--- config.mk ---
export PLATFORM = sky130hd
export DESIGN_NAME = s5rc_step
export DESIGN_NICKNAME = d
export VERILOG_FILES = /design/src/rtl/core/s5rc_pkg.sv /design/src/rtl/core/s5rc_step.sv
export SDC_FILE = /design/constraint.sdc
export NUM_CORES = 1
export LEC_CHECK = 0
export CAP_MARGIN = 20
export CORE_MARGIN = 2
export CORE_UTILIZATION = 63
export DETAILED_ROUTE_END_ITERATION = 8
export DONT_BUFFER_PORTS = 1
export GPL_TIMING_DRIVEN = 0
export PLACE_DENSITY = 0.8
export SLEW_MARGIN = 20
export SYNTH_ARGS = -nofsm -noshare
export SYNTH_HDL_FRONTEND = slang
export SYNTH_SLANG_ARGS = --single-unit
--- constraint.sdc ---
create_clock -name vclk -period 3.4
set_input_delay 0.68 -clock vclk [all_inputs]
set_output_delay 0.68 -clock vclk [all_outputs]
set_load 0.1 [all_outputs]
--- src/rtl/core/s5rc_pkg.sv ---
package s5rc_pkg;

    typedef enum logic [7:0] {
        PH_IDLE  = 8'b0000_0001,
        PH_MVER  = 8'b0000_0010,
        PH_MSEL  = 8'b0000_0100,
        PH_AVER  = 8'b0000_1000,
        PH_ASTAT = 8'b0001_0000,
        PH_HEAD  = 8'b0010_0000,
        PH_DLEN  = 8'b0100_0000,
        PH_SKIP  = 8'b1000_0000
    } phase_t;

    typedef enum logic [1:0] {
        EV_SEND_CRED    = 2'd0,
        EV_SEND_CONNECT = 2'd1,
        EV_SUCCESS      = 2'd2,
        EV_FAILURE      = 2'd3
    } event_t;

    localparam logic [3:0] ERR_NONE             = 4'd0;
    localparam logic [3:0] ERR_METHOD_VERSION   = 4'd1;
    localparam logic [3:0] ERR_NO_METHOD        = 4'd2;
    localparam logic [3:0] ERR_UNSUPPORTED      = 4'd3;
    localparam logic [3:0] ERR_AUTH_REJECTED    = 4'd4;
    localparam logic [3:0] ERR_REPLY_VERSION    = 4'd5;
    localparam logic [3:0] ERR_ADDR_TYPE        = 4'd6;
    localparam logic [3:0] ERR_PROXY_REFUSED    = 4'd7;
    localparam logic [3:0] ERR_NO_METHOD_NOCRED = 4'd8;

    localparam logic [7:0] SOCKS_VERSION   = 8'h05;
    localparam logic [7:0] METHOD_NONE     = 8'h00;
    localparam logic [7:0] METHOD_USERPASS = 8'h02;
    localparam logic [7:0] METHOD_REJECT   = 8'hFF;
    localparam logic [7:0] AUTH_OK         = 8'h00;
    localparam logic [7:0] REP_SUCCEEDED   = 8'h00;
    localparam logic [7:0] ATYP_IPV4       = 8'h01;
    localparam logic [7:0] ATYP_DOMAIN     = 8'h03;
    localparam logic [7:0] ATYP_IPV6       = 8'h04;

    localparam int SKIP_W = 9;
    localparam logic [SKIP_W-1:0] SKIP_IPV4 = 9'd6;
    localparam logic [SKIP_W-1:0] SKIP_IPV6 = 9'd18;
    localparam logic [SKIP_W-1:0] SKIP_PORT = 9'd2;

    localparam logic kind_START = 1'b0;

    typedef struct packed {
        phase_t            phase;
        logic [1:0]        byte_count;
        logic [SKIP_W-1:0] bytes_to_skip;
        logic [7:0]        saved_reply;
        logic [7:0]        saved_method;
    } state_t;

    typedef struct packed {
        logic       valid;
        event_t     event_res;
        logic [3:0] error_code;
        logic [7:0] reply_code;
    } result_t;

endpackage

--- src/rtl/core/s5rc_step.sv ---
module s5rc_step (
    input  s5rc_pkg::state_t  cur,
    input  logic              kind,
    input  logic [7:0]        rx_byte,
    input  logic              offer_credentials,
    output s5rc_pkg::state_t  nxt,
    output s5rc_pkg::result_t res
);
    import s5rc_pkg::*;

    function automatic result_t make_res(event_t ev, logic [3:0] err, logic [7:0] rep);
        result_t r;
        r.valid      = 1'b1;
        r.event_res  = ev;
        r.error_code = err;
        r.reply_code = rep;
        return r;
    endfunction

    function automatic result_t verdict(logic [7:0] rep);
        result_t r;
        if (rep == REP_SUCCEEDED)
        begin
            r = make_res(EV_SUCCESS, ERR_NONE, 8'd0);
        end
        else
        begin
            r = make_res(EV_FAILURE, ERR_PROXY_REFUSED, rep);
        end
        return r;
    endfunction

    always_comb
    begin
        nxt = cur;
        res = '0;
        if (kind == kind_START)
        begin
            nxt.phase         = PH_MVER;
            nxt.byte_count    = 2'd0;
            nxt.bytes_to_skip = '0;
            nxt.saved_reply   = 8'd0;
            nxt.saved_method  = 8'd0;
        end
        else
        begin
            unique case (cur.phase)
                PH_IDLE:
                begin
                    nxt.phase = PH_IDLE;
                end
                PH_MVER:
                begin
                    nxt.saved_method = rx_byte;
                    nxt.phase        = PH_MSEL;
                end
                PH_MSEL:
                begin
                    if (cur.saved_method != SOCKS_VERSION)
                    begin
                        nxt.phase = PH_IDLE;
                        res = make_res(EV_FAILURE, ERR_METHOD_VERSION, 8'd0);
                    end
                    else if (rx_byte == METHOD_REJECT)
                    begin
                        nxt.phase = PH_IDLE;
                        res = make_res(EV_FAILURE,
                                       offer_credentials ? ERR_NO_METHOD : ERR_NO_METHOD_NOCRED,
                                       8'd0);
                    end
                    else if (rx_byte == METHOD_USERPASS)
                    begin
                        nxt.phase = PH_AVER;
                        res = make_res(EV_SEND_CRED, ERR_NONE, 8'd0);
                    end
                    else if (rx_byte == METHOD_NONE)
                    begin
                        nxt.phase      = PH_HEAD;
                        nxt.byte_count = 2'd0;
                        res = make_res(EV_SEND_CONNECT, ERR_NONE, 8'd0);
                    end
                    else
                    begin
                        nxt.phase = PH_IDLE;
                        res = make_res(EV_FAILURE, ERR_UNSUPPORTED, 8'd0);
                    end
                end
                PH_AVER:
                begin
                    nxt.phase = PH_ASTAT;
                end
                PH_ASTAT:
                begin
                    if (rx_byte != AUTH_OK)
                    begin
                        nxt.phase = PH_IDLE;
                        res = make_res(EV_FAILURE, ERR_AUTH_REJECTED, 8'd0);
                    end
                    else
                    begin
                        nxt.phase      = PH_HEAD;
                        nxt.byte_count = 2'd0;
                        res = make_res(EV_SEND_CONNECT, ERR_NONE, 8'd0);
                    end
                end
                PH_HEAD:
                begin
                    if (cur.byte_count == 2'd0)
                    begin
                        nxt.saved_method = rx_byte;
                    end
                    if (cur.byte_count == 2'd1)
                    begin
                        nxt.saved_reply = rx_byte;
                    end
                    if (cur.byte_count != 2'd3)
                    begin
                        nxt.byte_count = cur.byte_count + 2'd1;
                    end
                    else
                    begin
                        nxt.byte_count = 2'd0;
                        if (cur.saved_method != SOCKS_VERSION)
                        begin
                            nxt.phase = PH_IDLE;
                            res = make_res(EV_FAILURE, ERR_REPLY_VERSION, 8'd0);
                        end
                        else if (rx_byte == ATYP_IPV4)
                        begin
                            nxt.bytes_to_skip = SKIP_IPV4;
                            nxt.phase         = PH_SKIP;
                        end
                        else if (rx_byte == ATYP_IPV6)
                        begin
                            nxt.bytes_to_skip = SKIP_IPV6;
                            nxt.phase         = PH_SKIP;
                        end
                        else if (rx_byte == ATYP_DOMAIN)
                        begin
                            nxt.phase = PH_DLEN;
                        end
                        else if (cur.saved_reply == REP_SUCCEEDED)
                        begin
                            nxt.phase = PH_IDLE;
                            res = make_res(EV_FAILURE, ERR_ADDR_TYPE, 8'd0);
                        end
                        else
                        begin
                            nxt.phase = PH_IDLE;
                            res = verdict(cur.saved_reply);
                        end
                    end
                end
                PH_DLEN:
                begin
                    nxt.bytes_to_skip = {1'b0, rx_byte} + SKIP_PORT;
                    nxt.phase         = PH_SKIP;
                end
                PH_SKIP:
                begin
                    if (cur.bytes_to_skip > 9'd1)
                    begin
                        nxt.bytes_to_skip = cur.bytes_to_skip - 9'd1;
                    end
                    else
                    begin
                        nxt.bytes_to_skip = '0;
                        nxt.phase         = PH_IDLE;
                        res = verdict(cur.saved_reply);
                    end
                end
                default:
                begin
                    nxt.phase = PH_IDLE;
                end
            endcase
        end
    end

endmodule

==> impl_metrics.ini <==
[run_status]
status = complete, but fails checks
violations = setup timing

[routing]
antenna_left = 0
wl_per_cell_microns = 22.3
viasPerCell = 7.85
wl_met1_mm = 2.31
wl_mm = 6.49
drt_iter0_drc = 187
route.detailed.drc = 0
num_vias = 2283
first_pass_iters = 7
routed.top_layer = met4
route.met3.wl_microns = 805
wl_met2_mm = 3.01

[logic_synthesis]
yosysUniqueCellTypes = 57
syn_area_sq_um = 1580
synth_seq_area_share_pct = 0
syn_area_per_cell_sq_um = 6.19
syn_nets = 306
ys_warn_count = 0
syn_inst = 255

[power]
ir_drop_mv = 0.176
p_total_w = 0.000276
pwr_density_cell_nw_per_um2 = 125
p_leak_nw = 0.685

[layout]
final_common_cell = nand2_1
drive_gt1_share_pct = 34.9
fillers = 119
final_nets = 314
mostFrequentLayoutCells = 31 x nand2_1, 18 x a21oi_4, 15 x inv_1, 14 x nand3_1, 11 x nor2_1
n_clock_buffer = 0
seq_cells = 0
final_util_pct = 90.8
area_delta_synth_final_pct = 39.9
antenna_cells = 0
register_area_sq_um = 0
multiInputGateArea_sq_um = 1980
fin_area_sq_um = 2210

[critical_path]
crit_arrival_ns = 2.91
crit_type = input pin to output pin
end_kind = output pin
crit_path_start_kind = input pin
crit_required_ns = 2.72
worstPathMaxFanout = 10

[place]
placed_cell_area_sq_um = 1990
dp_hpwl_mm = 4.38
io_buffers = 0
routabilityCongestion = 0.996
post-place-ws_ns = -0.695

[floorplan]
die_area_sq_um = 2920
num_io_pins = 95
die_height_microns = 54.1
die_w_microns = 54.1
coreArea_sq_um = 2430
initial_utilization_pct = 64.9
num_rows = 18

[min_path]
hold_path_end = nxt[31]
min_path_type = input pin to output pin
hold_depth = 1
min_from = cur[28]

[timing]
rsz0062_at_grt = true
finalHoldViolations = 0
tightest_slew_ns = 1.08
fmax_mhz = 279
finalCriticalPeriod_ns = 3.59
report.final.setup_viol = 18
slew_viol_final = 0
finalWorstSetupSlack_ns = -0.190
finalCritPeriodShare_pct = 106
slew_headroom_pct = 28.2

[global_route]
grt_start_max_net_pins = 11
grt_pass1_wl_mm = 8.49
grt.overflow.total = 0
grt_pass1_vias = 1850
track_usage_pct = 38.1
antenna_found_initial = 0

[cts]
holdBufCountCts = 0

[job]
maxCapViolCount = 0
-- metrics by stage --
stage / TNS, ns / hold WS, ns / cells
3_3_place_gp: -9.18 / 1.55 / 285
5_1_grt: -1.34 / 1.47 / 291
4_1_cts: -0.304 / 1.47 / 288
6_report: -1.58 / 1.47 / 291
2_1_floorplan: -3.40 / 1.54 / 255
3_5_place_dp: -4.90 / 1.47 / 286
-- power by group --
part	internal [W]	switching, W	total [W]	leakage [nW]
registers	0	0	0	0
clock network	0	0	0	0
logic	0.0000588	0.000217	0.000276	0.685
-- layout make-up --
class / instances / share of cell area, %
tap: 30 / 1.70
multi-input combinational: 227 / 89.5
buffer: 11 / 3.23
timing repair buffer: 8 / 3.06
inverter: 15 / 2.55
-- cells by family after synthesis --
group / count (synthesis) / share of synthesized area [%]
compound gates: 64 / 28.5
xor+xnor: 14 / 7.77
fa+ha+maj: 6 / 4.75
buf+inv: 28 / 6.73
mux: 9 / 5.71
simple gates: 134 / 46.5
-- worst max-delay path: stages --
cell      delay [ns]
clkbuf_1        0.26
or3b_2          0.54
a211oi_1        0.57
a21oi_1         0.29
nor2_2          0.30
a21oi_4         0.25
-- repair_timing --
item,CTS,global route
setup endpoints to repair,26,19
setup buffers,3,4
pin swaps,15,12
cloned,0,0
resized for setup,31,10
endpoints found under the hold margin,0,0
-- worst max path at each step --
stage | startpoint | endpoint | slack, ns | cells after the start
after detailed placement | cur[19] | res[12] | -0.70 | 5
after global routing | rx_byte[7] | nxt[34] | -0.19 | 4
final | rx_byte[0] | res[10] | -0.19 | 6
after floorplan | cur[4] | nxt[30] | -0.77 | 4
after CTS | cur[3] | nxt[34] | -0.15 | 4
after global placement | cur[4] | nxt[30] | -1.00 | 4
-- cells in the mapped netlist, drive strengths merged, types with 6 or more instances --
cell | count | area share [%]
ha | 6 | 4.8
nor4 | 8 | 4.1
nor3 | 10 | 3.2
and2 | 9 | 3.6
inv | 15 | 3.6
mux2i | 9 | 5.7
xor2 | 9 | 5.0
a21oi | 20 | 6.3
clkbuf | 12 | 2.9
nand2 | 32 | 7.6
nor2 | 26 | 6.3
nand3 | 14 | 4.4
and3 | 6 | 2.5
-- layer usage --
| layer | track usage [%] | up-vias |
|---|---|---|
| met2 | 65.9 | 229 |
| met3 | 4.72 | 53 |
| li1 | - | 975 |
| met4 | 10.8 | 0 |
| met1 | 49.3 | 1026 |
| met5 | 0 | - |
(Power assumes the default switching activity.)
